File: src/hdl/ale_pkg.sv
// ----------------------------------------------------------------------------
// ale_pkg
// shared constants and codes of the array list engine
// ----------------------------------------------------------------------------
`default_nettype none

package ale_pkg;

  // default sizes of the element store
  localparam int DEF_CAPACITY   = 64;
  localparam int DEF_WORD_WIDTH = 32;

  // fixed port field widths
  localparam int KIND_W      = 4;
  localparam int POS_W       = 7;
  localparam int PORT_WORD_W = 32;
  localparam int STATUS_W    = 3;
  localparam int COUNT_W     = 7;

  // found position reported when no entry matches (minus one)
  localparam logic [POS_W-1:0] FOUND_NONE = '1;

  // request operations
  typedef enum logic [KIND_W-1:0] {
    OP_GET          = 4'd0,
    OP_SET          = 4'd1,
    OP_APPEND       = 4'd2,
    OP_INSERT       = 4'd3,
    OP_REMOVE_AT    = 4'd4,
    OP_POP_LAST     = 4'd5,
    OP_GET_LAST     = 4'd6,
    OP_FIND         = 4'd7,
    OP_REMOVE_VALUE = 4'd8,
    OP_CLEAR        = 4'd9
  } op_kind_t;

  // result status codes
  typedef enum logic [STATUS_W-1:0] {
    ST_OK       = 3'd0,
    ST_RANGE    = 3'd1,
    ST_FULL     = 3'd2,
    ST_NOTFOUND = 3'd3,
    ST_EMPTY    = 3'd4
  } status_t;

endpackage

`default_nettype wire

File: src/hdl/ale_mem.sv
// ----------------------------------------------------------------------------
// ale_mem
// element store: one write port, one read port, registered read data
// ----------------------------------------------------------------------------
`default_nettype none

module ale_mem #(
  parameter int DEPTH = 64,
  parameter int WIDTH = 32
) (
  input  wire logic                     clk,
  input  wire logic                     we,
  input  wire logic [$clog2(DEPTH)-1:0] waddr,
  input  wire logic [WIDTH-1:0]         wdata,
  input  wire logic [$clog2(DEPTH)-1:0] raddr,
  output logic      [WIDTH-1:0]         rdata
);

  logic [WIDTH-1:0] store [DEPTH];

  // write port
  always_ff @(posedge clk) begin
    if (we) begin
      store[waddr] <= wdata;
    end
  end

  // read port, registered read data
  always_ff @(posedge clk) begin
    rdata <= store[raddr];
  end

endmodule

`default_nettype wire

File: src/hdl/ale_ctrl.sv
// ----------------------------------------------------------------------------
// ale_ctrl
// request sequencer: decodes an item, walks the element store through its
// one read port and one write port, keeps the count and drives the result register
// ----------------------------------------------------------------------------
`default_nettype none

module ale_ctrl
  import ale_pkg::*;
#(
  parameter int CAPACITY   = DEF_CAPACITY,
  parameter int WORD_WIDTH = DEF_WORD_WIDTH,
  localparam int AW        = $clog2(CAPACITY)
) (
  input  wire logic                    clk,
  input  wire logic                    rst,
  // request channel
  input  wire logic                    req_valid,
  output logic                         req_stall,
  input  wire logic [KIND_W-1:0]       kind,
  input  wire logic [POS_W-1:0]        position,
  input  wire logic [PORT_WORD_W-1:0]  word_in,
  // result channel
  output logic                         rsp_valid,
  input  wire logic                    rsp_stall,
  output logic [PORT_WORD_W-1:0]       word_out,
  output logic signed [POS_W-1:0]      found_position,
  output logic [STATUS_W-1:0]          status,
  output logic [COUNT_W-1:0]           count,
  output logic                         is_empty,
  // element store port
  output logic                         mem_we,
  output logic [AW-1:0]                mem_waddr,
  output logic [WORD_WIDTH-1:0]        mem_wdata,
  output logic [AW-1:0]                mem_raddr,
  input  wire logic [WORD_WIDTH-1:0]   mem_rdata
);

  localparam int CNT_W = $clog2(CAPACITY + 1);
  localparam int EXT_W = (CNT_W > POS_W) ? CNT_W : POS_W;

  typedef enum logic [2:0] {
    S_IDLE,
    S_DECODE,
    S_READ,
    S_INS,
    S_INS_LAST,
    S_RMV,
    S_SCAN,
    S_DONE
  } state_t;

  state_t                  state;
  logic [CNT_W-1:0]        cnt;
  logic [KIND_W-1:0]       kind_q;
  logic [POS_W-1:0]        pos_q;
  logic [WORD_WIDTH-1:0]   w_q;
  logic [AW-1:0]           ptr;
  logic [WORD_WIDTH-1:0]   res_word;
  logic [POS_W-1:0]        res_found;
  status_t                 res_status;

  logic [EXT_W-1:0]        pos_e;
  logic [EXT_W-1:0]        cnt_e;
  logic [CNT_W-1:0]        cnt_m1;
  logic [AW-1:0]           pos_a;
  logic [AW-1:0]           cnt_a;
  logic [AW-1:0]           last_a;
  logic [AW-1:0]           ptr_inc;
  logic [AW-1:0]           ptr_dec;
  logic                    in_range;
  logic                    ins_range;
  logic                    full;
  logic                    empty;
  logic                    at_last;
  logic                    out_free;
  logic                    hit;

  // position and count compares
  assign pos_e     = EXT_W'(pos_q);
  assign cnt_e     = EXT_W'(cnt);
  assign cnt_m1    = cnt - 1'b1;
  assign pos_a     = AW'(pos_e);
  assign cnt_a     = AW'(cnt);
  assign last_a    = AW'(cnt_m1);
  assign ptr_inc   = ptr + 1'b1;
  assign ptr_dec   = ptr - 1'b1;
  assign in_range  = pos_e < cnt_e;
  assign ins_range = pos_e <= cnt_e;
  assign full      = cnt == CNT_W'(CAPACITY);
  assign empty     = cnt == '0;
  assign at_last   = ptr == last_a;
  assign hit       = mem_rdata == w_q;
  assign out_free  = !rsp_valid || !rsp_stall;
  assign req_stall = state != S_IDLE;

  // store port addressing per state
  always_comb begin
    mem_we    = 1'b0;
    mem_waddr = ptr;
    mem_wdata = w_q;
    mem_raddr = ptr;
    unique case (state)
      S_DECODE: begin
        unique case (kind_q) inside
          OP_GET, OP_SET, OP_REMOVE_AT: begin
            mem_raddr = pos_a;
          end
          OP_APPEND: begin
            mem_we    = !full;
            mem_waddr = cnt_a;
          end
          OP_INSERT: begin
            if (ins_range && !full) begin
              if (pos_e == cnt_e) begin
                mem_we    = 1'b1;
                mem_waddr = pos_a;
              end else begin
                mem_raddr = last_a;
              end
            end
          end
          OP_POP_LAST, OP_GET_LAST: begin
            mem_raddr = last_a;
          end
          OP_FIND, OP_REMOVE_VALUE: begin
            mem_raddr = '0;
          end
          default: begin
          end
        endcase
      end
      S_READ: begin
        if (kind_q == OP_SET) begin
          mem_we = 1'b1;
        end
        mem_raddr = ptr_inc;
      end
      S_INS: begin
        // move entry ptr up by one while reading the one below
        mem_we    = 1'b1;
        mem_waddr = ptr_inc;
        mem_wdata = mem_rdata;
        mem_raddr = ptr_dec;
      end
      S_INS_LAST: begin
        mem_we = 1'b1;
      end
      S_RMV: begin
        // move entry ptr down by one while reading the one above
        mem_we    = 1'b1;
        mem_waddr = ptr_dec;
        mem_wdata = mem_rdata;
        mem_raddr = ptr_inc;
      end
      S_SCAN: begin
        mem_raddr = ptr_inc;
      end
      default: begin
      end
    endcase
  end

  // sequencer, count and result register
  always_ff @(posedge clk) begin
    if (rst) begin
      state     <= S_IDLE;
      cnt       <= '0;
      rsp_valid <= 1'b0;
    end else begin
      // result taken and no new one loaded this cycle
      if (rsp_valid && !rsp_stall && (state != S_DONE)) begin
        rsp_valid <= 1'b0;
      end
      unique case (state)
        S_IDLE: begin
          if (req_valid) begin
            kind_q     <= kind;
            pos_q      <= position;
            w_q        <= WORD_WIDTH'(word_in);
            res_word   <= '0;
            res_found  <= '0;
            res_status <= ST_OK;
            state      <= S_DECODE;
          end
        end
        S_DECODE: begin
          state <= S_DONE;
          unique case (kind_q) inside
            OP_GET, OP_SET, OP_REMOVE_AT: begin
              if (in_range) begin
                ptr   <= pos_a;
                state <= S_READ;
              end else begin
                res_status <= ST_RANGE;
              end
            end
            OP_APPEND: begin
              if (full) begin
                res_status <= ST_FULL;
              end else begin
                cnt <= cnt + 1'b1;
              end
            end
            OP_INSERT: begin
              if (!ins_range) begin
                res_status <= ST_RANGE;
              end else if (full) begin
                res_status <= ST_FULL;
              end else if (pos_e == cnt_e) begin
                cnt <= cnt + 1'b1;
              end else begin
                ptr   <= last_a;
                state <= S_INS;
              end
            end
            OP_POP_LAST, OP_GET_LAST: begin
              if (empty) begin
                res_status <= ST_EMPTY;
              end else begin
                ptr   <= last_a;
                state <= S_READ;
              end
            end
            OP_FIND, OP_REMOVE_VALUE: begin
              if (empty) begin
                res_status <= ST_NOTFOUND;
                res_found  <= FOUND_NONE;
              end else begin
                ptr   <= '0;
                state <= S_SCAN;
              end
            end
            OP_CLEAR: begin
              cnt <= '0;
            end
            default: begin
            end
          endcase
        end
        S_READ: begin
          res_word <= mem_rdata;
          state    <= S_DONE;
          if (kind_q == OP_POP_LAST) begin
            cnt <= cnt_m1;
          end
          if (kind_q == OP_REMOVE_AT) begin
            if (at_last) begin
              cnt <= cnt_m1;
            end else begin
              ptr   <= ptr_inc;
              state <= S_RMV;
            end
          end
        end
        S_INS: begin
          if (ptr == pos_a) begin
            state <= S_INS_LAST;
          end else begin
            ptr <= ptr_dec;
          end
        end
        S_INS_LAST: begin
          cnt   <= cnt + 1'b1;
          state <= S_DONE;
        end
        S_RMV: begin
          if (at_last) begin
            cnt   <= cnt_m1;
            state <= S_DONE;
          end else begin
            ptr <= ptr_inc;
          end
        end
        S_SCAN: begin
          if (hit) begin
            res_found <= POS_W'(ptr);
            if (kind_q == OP_REMOVE_VALUE) begin
              res_word <= mem_rdata;
              if (at_last) begin
                cnt   <= cnt_m1;
                state <= S_DONE;
              end else begin
                ptr   <= ptr_inc;
                state <= S_RMV;
              end
            end else begin
              state <= S_DONE;
            end
          end else if (at_last) begin
            res_status <= ST_NOTFOUND;
            res_found  <= FOUND_NONE;
            state      <= S_DONE;
          end else begin
            ptr <= ptr_inc;
          end
        end
        S_DONE: begin
          if (out_free) begin
            rsp_valid      <= 1'b1;
            word_out       <= PORT_WORD_W'(res_word);
            found_position <= res_found;
            status         <= res_status;
            count          <= COUNT_W'(cnt);
            is_empty       <= empty;
            state          <= S_IDLE;
          end
        end
        default: begin
          state <= S_IDLE;
        end
      endcase
    end
  end

endmodule

`default_nettype wire

File: src/hdl/array_list_engine.sv
// Inserts before the end and remove_at shift the entries past the position,
//   find and remove_value scan from the front, and remove_value then shifts the
//   entries past the hit. The store moves one entry a cycle over its read and
//   write ports.
// Throughput: one item at a time; the next is taken once the result is registered.
// Reset: count and handshake cleared; store contents stay undefined, no clear pass.
// ----------------------------------------------------------------------------
// array_list_engine
// ordered word list in a fixed store with get, set, append, insert, remove,
// pop, search and clear requests
// ----------------------------------------------------------------------------
`default_nettype none

module array_list_engine
  import ale_pkg::*;
#(
  parameter int CAPACITY   = DEF_CAPACITY,
  parameter int WORD_WIDTH = DEF_WORD_WIDTH
) (
  input  wire logic                   clk,
  input  wire logic                   rst,
  input  wire logic                   req_valid,
  output logic                        req_stall,
  input  wire logic [KIND_W-1:0]      kind,
  input  wire logic [POS_W-1:0]       position,
  input  wire logic [PORT_WORD_W-1:0] word_in,
  output logic                        rsp_valid,
  input  wire logic                   rsp_stall,
  output logic [PORT_WORD_W-1:0]      word_out,
  output logic signed [POS_W-1:0]     found_position,
  output logic [STATUS_W-1:0]         status,
  output logic [COUNT_W-1:0]          count,
  output logic                        is_empty
);

  localparam int AW = $clog2(CAPACITY);

  logic                  mem_we;
  logic [AW-1:0]         mem_waddr;
  logic [WORD_WIDTH-1:0] mem_wdata;
  logic [AW-1:0]         mem_raddr;
  logic [WORD_WIDTH-1:0] mem_rdata;

  // sequencer
  ale_ctrl #(
    .CAPACITY   (CAPACITY),
    .WORD_WIDTH (WORD_WIDTH)
  ) u_ctrl (
    .clk            (clk),
    .rst            (rst),
    .req_valid      (req_valid),
    .req_stall      (req_stall),
    .kind           (kind),
    .position       (position),
    .word_in        (word_in),
    .rsp_valid      (rsp_valid),
    .rsp_stall      (rsp_stall),
    .word_out       (word_out),
    .found_position (found_position),
    .status         (status),
    .count          (count),
    .is_empty       (is_empty),
    .mem_we         (mem_we),
    .mem_waddr      (mem_waddr),
    .mem_wdata      (mem_wdata),
    .mem_raddr      (mem_raddr),
    .mem_rdata      (mem_rdata)
  );

  // element store
  ale_mem #(
    .DEPTH (CAPACITY),
    .WIDTH (WORD_WIDTH)
  ) u_mem (
    .clk   (clk),
    .we    (mem_we),
    .waddr (mem_waddr),
    .wdata (mem_wdata),
    .raddr (mem_raddr),
    .rdata (mem_rdata)
  );

endmodule

`default_nettype wire

File: config.mk
export PLATFORM = sky130hd
export DESIGN_NAME = array_list_engine
export DESIGN_NICKNAME = d
export VERILOG_FILES = /design/src/hdl/ale_pkg.sv /design/src/hdl/ale_mem.sv /design/src/hdl/ale_ctrl.sv /design/src/hdl/array_list_engine.sv
export SDC_FILE = /design/constraint.sdc
export NUM_CORES = 2
export LEC_CHECK = 0
export ABC_AREA = 1
export BUFFER_PORTS_ARGS = -buffer_cell sky130_fd_sc_hd__buf_2
export CORE_MARGIN = 4
export CORE_UTILIZATION = 45
export CTS_CLUSTER_DIAMETER = 60
export DETAILED_ROUTE_END_ITERATION = 6
export GPL_TIMING_DRIVEN = 0
export REMOVE_ABC_BUFFERS = 1
export SLEW_MARGIN = 20
export SYNTH_ARGS = -nofsm -noshare
export SYNTH_HDL_FRONTEND = slang
export SYNTH_HIERARCHICAL = 1
export SYNTH_SLANG_ARGS = --single-unit
export TNS_END_PERCENT = 100
File: constraint.sdc
create_clock -name clk -period 5.5 [get_ports clk]
set_input_delay 0.55 -clock clk [delete_from_list [all_inputs] [get_ports clk]]
set_output_delay 0.55 -clock clk [all_outputs]
set_load 0.1 [all_outputs]
# Word-level counts from Yosys, hierarchy flattened
# Memories as Yosys holds them, arrays and structs flattened. A register that Yosys moved wholly into a read port is not among the register bits.
# Index checks and enable logic that the tools add are counted.
dict set report op_classes {
  n_mux 79
  n_eq_ne 48
  add_sub_neg 4
  n_bitwise 1
  magnitude_cmp 2
  n_reduce_logical 29
}
# op count
set op_table {}
lappend op_table {{32-bit 2-to-1 mux} 4}
lappend op_table {{7-bit 2-to-1 mux} 15}
lappend op_table {{32-bit one-hot mux with 3 select lines} 1}
lappend op_table {{6-bit 2-to-1 mux} 14}
lappend op_table {{3-bit 2-to-1 mux} 19}
lappend op_table {{6-bit one-hot mux with 4 select lines} 2}
lappend op_table {{7-bit one-hot mux with 3 select lines} 2}
lappend op_table {{6-bit one-hot mux with 3 select lines} 2}
lappend op_table {{7-bit one-hot mux with 5 select lines} 1}
lappend op_table {{32-bit == test} 1}
lappend op_table {{6-bit one-hot mux with 5 select lines} 1}
lappend op_table {{3-bit inequality test, second input constant} 8}
lappend op_table {{3-bit one-hot mux with 8 select lines} 1}
lappend op_table {{4-bit by 3-bit == test with 1-bit output, second input constant} 4}
lappend op_table {{2-bit by 1-bit inequality test with 1-bit output, second input constant} 8}
lappend op_table {{3-bit one-hot mux with 5 select lines} 1}
lappend op_table {{3-bit == test, second input constant} 4}
lappend op_table {{6-bit == test} 2}
lappend op_table {{3-bit by 2-bit inequality test with 1-bit output, second input constant} 4}
lappend op_table {{3-bit one-hot mux with 4 select lines} 1}
lappend op_table {{6-bit one-hot mux with 2 select lines} 1}
lappend op_table {{11-bit AND reduction} 1}
lappend op_table {{5-bit nonzero test} 2}
lappend op_table {{1-bit 2-to-1 mux} 9}
lappend op_table {{37 further kinds} 55}
dict set report totals {
  ramBits 2048
  mem_count 1
  output_inout_bits 52
  word_cells 179
  inputBits 47
  register_bits 152
}
# name depth word_bits rd rd_clocked_by_memory_dff wr line
set memory_table {}
lappend memory_table {u_mem.store 64 32 1 1 1 ale_mem.sv:19} ;# logic [WIDTH-1:0] store [DEPTH];

# Logic depth before layout (Yosys ltp)
dict set report logic_depth {
  ltp_word 8
  depth_mapped 27
  ltp_nobuf 23
}

# Cells and area by module
# Netlist, hierarchy kept.
# module instances seq_area_each_um2 cells_per_inst area_per_inst_um2
set modules_own_cells {}
lappend modules_own_cells {ale_mem 1 62139.6 6785 82785.6}
lappend modules_own_cells {ale_ctrl 1 4454.3 983 8351.8}

# Worst setup path before layout
# Ideal clock, no wire load.
dict set report synth_path {
  path_type {register to register}
  startpoint {register u_ctrl.cnt[0]}
  endpoint {memory u_mem.store[55][0], enable pin}
  required_ns 5.039
  setup_time_ns 0.461
  path_buffers 0
  t_arrival_ns 4.535
  period_less_slack_ns 4.996
  path_stages_with_launch 15
  setup_slack_ns 0.504
  cell_sequence {dfxtp_1 inv_2 ha_1 nand4_1 nor2_1 inv_2 nand2_1 nand2_1 a21oi_2 nand2_1 a32oi_1 inv_1 nor3_1 inv_1 nor3_1}
}
dict set report synth_via {
  word_cells_on_any_way 15
  cone_classes {1 x order compare; 2 x eq/ne; 10 x mux; 2 x reduce/logical}
}
# element line
set synth_lines {}
lappend synth_lines {{start: declaration} ale_ctrl.sv:54} ;# logic [CNT_W-1:0] cnt;
lappend synth_lines {{start signal: assignment} ale_ctrl.sv:202} ;# cnt <= cnt + 1'b1;
lappend synth_lines {{start signal: assignment} ale_ctrl.sv:211} ;# cnt <= cnt + 1'b1;
lappend synth_lines {{start signal: assignment} ale_ctrl.sv:245} ;# cnt <= cnt_m1;
lappend synth_lines {{branches (longest 3 deep; another with 7-bit less-or-equal comparator)} n/a}
lappend synth_lines {{6-bit 2-to-1 mux *} ale_ctrl.sv:114} ;# if (ins_range && !full) begin
lappend synth_lines {{6-bit one-hot mux with 2 select lines *} ale_ctrl.sv:105} ;# unique case (kind_q) inside
lappend synth_lines {{6-bit one-hot mux with 3 select lines *} ale_ctrl.sv:103} ;# unique case (state)
lappend synth_lines {{net mem_waddr[1]} array_list_engine.sv:39} ;# logic [AW-1:0] mem_waddr;
lappend synth_lines {{end: declaration} ale_mem.sv:19}
# Mark *: on every way through the listed nets, which the timed path passes.

# Worst setup path in the final report
dict set report layout_path {
  startpoint {register u_ctrl.cnt[5]}
  endpoint {register u_mem.rdata[3], read port of u_mem.store}
}
dict set report layout_via {
  elab_chain_len 6
  word_cells_on_any_way 10
  cone_classes {1 x add/sub; 1 x order compare; 2 x eq/ne; 4 x mux; 2 x reduce/logical}
}
# element line
set layout_lines {}
lappend layout_lines {{branches (longest 3 deep; another with 7-bit less-or-equal comparator)} n/a}
lappend layout_lines {{6-bit 2-to-1 mux *} ale_ctrl.sv:114}
lappend layout_lines {{6-bit one-hot mux with 4 select lines *} ale_ctrl.sv:105}
lappend layout_lines {{6-bit one-hot mux with 3 select lines *} ale_ctrl.sv:103}
lappend layout_lines {{net mem_raddr[2]} array_list_engine.sv:41} ;# logic [AW-1:0] mem_raddr;
lappend layout_lines {{end: declaration} ale_mem.sv:16} ;# output logic [WIDTH-1:0] rdata
# Marks and branches as above.
# A chain may end at the register's enable or synchronous reset.

==> impl_metrics.tcl <==
set metrics [dict create \
    crit_fanout 31 \
    chipHeight_um 458.0 \
    min_from "word_in[22]" \
    clkLatencyLatePin_ns 0.88 \
    synthFlopType "edfxtp_1" \
    rr_worst_depth 27 \
    slew-limit-headroom 0.2294 \
    rr_startpoint "u_ctrl/cnt[5]$_SDFFE_PP0P_" \
    layout-drive-gt1-share 0.1221 \
    syn-instance-count 7768 \
    initial_utilization 0.4541 \
    drc 1 \
    dieArea_um2 209800 \
    rsz0062_at_grt "yes" \
    htree_num_levels 4 \
    holdPathEnd "u_ctrl/w_q[22]$_DFFE_PP_" \
    hold_ws_ns 0.05486 \
    finalClockSkew_ns 0.02709 \
    vias 63214 \
    clock_sinks 2232 \
    placed_area_um2 99780 \
    antenna_found_initial 11 \
    io_pins 99 \
    synth.cell_area_um2 91140 \
    hold_depth 1 \
    synth_area_leaders "edfxtp_1, nand3_1, nand2_1" \
    grt_max_degree 101 \
    drtIter0Drc 8489 \
    cap_violations 0 \
    synth_cell_types 45 \
    rows 164 \
    synthToLayoutAreaGrowth_pct 19.86 \
    io_buffers 98 \
    core_um2 200700 \
    cp.required_ns 6.25 \
    routedWlPerCell_um 26.55 \
    crit_arrival_ns 6.21 \
    grt_pass1_wl_mm 406.1 \
    grt_pass1_vias 58356 \
    place.gp.congestion 0.8604 \
    yosys.area.top_type "edfxtp_1" \
    fillers 16255 \
    grt_util_all_layers 0.2647 \
    outcome "complete, but fails checks" \
    clk_path_buf_depth 3 \
    setup.worst_path.start_class "register" \
    worst_pin_slew_ns 1.156 \
    yosysWarnings 6 \
    cts-root-buf "clkbuf_16" \
    cts_made_buffers 220 \
    hold_viol_final 0 \
    synth_top_area_frac 0.7213 \
    viasPerCell 5.821 \
    wl_mm 288.4 \
    yosysSeqAreaShare 0.7307 \
    syn-mean-instance-area_um2 11.73 \
    clk_pin_slew_ns 0.06 \
    r2r_slack_ns 0.05 \
    period_share 0.9918 \
    crit_path_end_kind "register" \
    finalSetupViolations 0 \
    violations "design-rule violations" \
    fmax_mhz 183.3 \
    grt_overflow_total 0 \
    ys_ff_latch 2232 \
    synth_edf_count 2189 \
    dieWidth_um 458.0 \
    drv_slew 0 \
    r2r-end "u_mem/rdata[3]$_DFF_P_" \
    ant_nets 0 \
    final_area_um2 109200 \
    path_class "register to register" \
    hp-class "input pin to register" \
    firstDrtPassIters 7 \
    place_hpwl_mm 168.9 \
    nets 8064 \
    ys_async_sr_fraction 0 \
    tritoncts "built" \
    fin_crit_ns 5.455 \
]
Yosys cell counts, types with 5 or more instances:
cell type,instances
inv_1,154
nand2_2,11
nor3_1,19
nand3_1,1972
edfxtp_1,2189
o31ai_1,8
a22oi_1,5
buf_1,60
o211ai_1,9
buf_2,256
o21ai_0,61
nor2_1,164
buf_6,17
inv_2,20
o21ai_1,9
nor2_2,7
ha_1,11
a21oi_1,30
o22ai_1,8
xor2_1,15
buf_4,45
nand4_1,22
dfxtp_1,43
nand2_1,2511
clkbuf_1,93
worst max-delay path, stage by stage (launching register included):
cell       delay (ns)
dfxtp_1          0.42
inv_2            0.16
ha_1             0.32
nand2_1          0.07
nor2_2           0.16
nand2_2          0.10
nor2_8           0.18
inv_1            0.19
nand2_1          0.20
nand2_2          0.16
nand2_1          0.09
nand3_1          0.08
nand2_1          0.10
nand3_2          0.19
nand3_4          0.18
buf_16           0.21
buf_12           0.24
buf_16           0.23
buf_16           0.25
clkinv_16        0.20
buf_16           0.25
buf_16           0.22
nand3_1          0.15
nand3_1          0.13
nand3_2          0.23
nand2_1          0.09
nand2_1          0.23
nand2_1          0.09
metrics by stage:
step                      utilization  worst slack, ns  instances   TNS, ns
after floorplan                     -           -45.55       7297  -1462.68
after global placement         0.4613          -121.69      10051         -
after detailed placement       0.4972           -1.596      10331    -46.69
after CTS                      0.5404        -0.008256      10819  -0.01074
after global routing           0.5443          -0.1244      10853    -1.751
final                          0.5443          0.04526      10860         0
worst max path at each step:
| stage | start | to | slack [ns] | cells after the start |
|---|---|---|---|---|
| final | u_ctrl/cnt[5]$_SDFFE_PP0P_ | u_mem/rdata[3]$_DFF_P_ | 0.05 | 27 |
| after global routing | u_ctrl/cnt[5]$_SDFFE_PP0P_ | u_mem/rdata[11]$_DFF_P_ | -0.12 | 27 |
| after CTS | u_ctrl/cnt[5]$_SDFFE_PP0P_ | u_mem/rdata[1]$_DFF_P_ | -0.008 | 29 |
| after detailed placement | u_ctrl/kind_q[3]$_DFFE_PP_ | u_mem/rdata[11]$_DFF_P_ | -1.60 | 25 |
| after global placement | u_ctrl/state[2]$_SDFFE_PP0P_ | u_mem/rdata[11]$_DFF_P_ | -121.69 | 17 |
| after floorplan | u_ctrl/state[2]$_SDFFE_PP0P_ | u_mem/rdata[11]$_DFF_P_ | -45.55 | 17 |
what timing repair did:
action	CTS	global route
cloned	35	11
hold buffers	42	0
hold endpoints to repair	42	0
buffers inserted	3	18
endpoints found under the setup margin	168	534
pin swaps	4	7
gates resized for setup	56	62
state kept, by name (all words and copies together) (netlist names):
register               cells
u_ctrl/kind_q              4
u_ctrl/cnt                 7
u_ctrl/ptr                 6
u_ctrl/status              3
u_ctrl/is_empty            1
u_ctrl/res_status          3
u_ctrl/pos_e               7
u_ctrl/res_word           32
u_ctrl/count               7
u_mem/store             2048
u_mem/rdata               32
u_ctrl/found_position      7
u_ctrl/w_q                32
u_ctrl/rsp_valid           1
u_ctrl/state               3
u_ctrl/word_out           32
u_ctrl/res_found           7
cell type report:
type	count	area, um2	area share
diodes	12	30.03	0.0002749
clock buffers	283	5867	0.05371
clock inverters	125	1165	0.01066
inverters	176	728.2	0.006666
multi-input cells	4892	22850	0.2092
flip-flops and latches	2232	66600	0.6097
well taps	2656	3323	0.03042
repair buffers	481	8647	0.07916
repair inverters	3	28.78	0.0002634
kinds of logic after synthesis:
kind of cell,share of synthesized area
compound gates,0.009281
xor+xnor,0.001442
fa+ha+maj,0.001510
buf+inv,0.03347
flops,0.7307
simple gates,0.2236
per-layer routing:
metal | GRT usage | up-vias | part of all wire
li1 | - | 27989 | -
met1 | 0.3638 | 31170 | 0.39
met2 | 0.4140 | 3467 | 0.46
met3 | 0.04251 | 588 | 0.096
met4 | 0.1264 | 0 | 0.051
met5 | 0 | - | 0
cell usage in the layout (no fill, tap or decap), drive strengths merged, types with 33 or more instances in the layout:
| cell | count |
|---|---|
| a21oi | 33 |
| buf | 410 |
| clkbuf | 293 |
| clkinv | 92 |
| dfxtp | 43 |
| dlygate4sd3 | 42 |
| edfxtp | 2189 |
| inv | 192 |
| nand2 | 2523 |
| nand3 | 1977 |
| nor2 | 176 |
| o21ai | 71 |
Power is not shown: default switching activity piles up to over one toggle a cycle in this logic, so the estimate is an artifact.
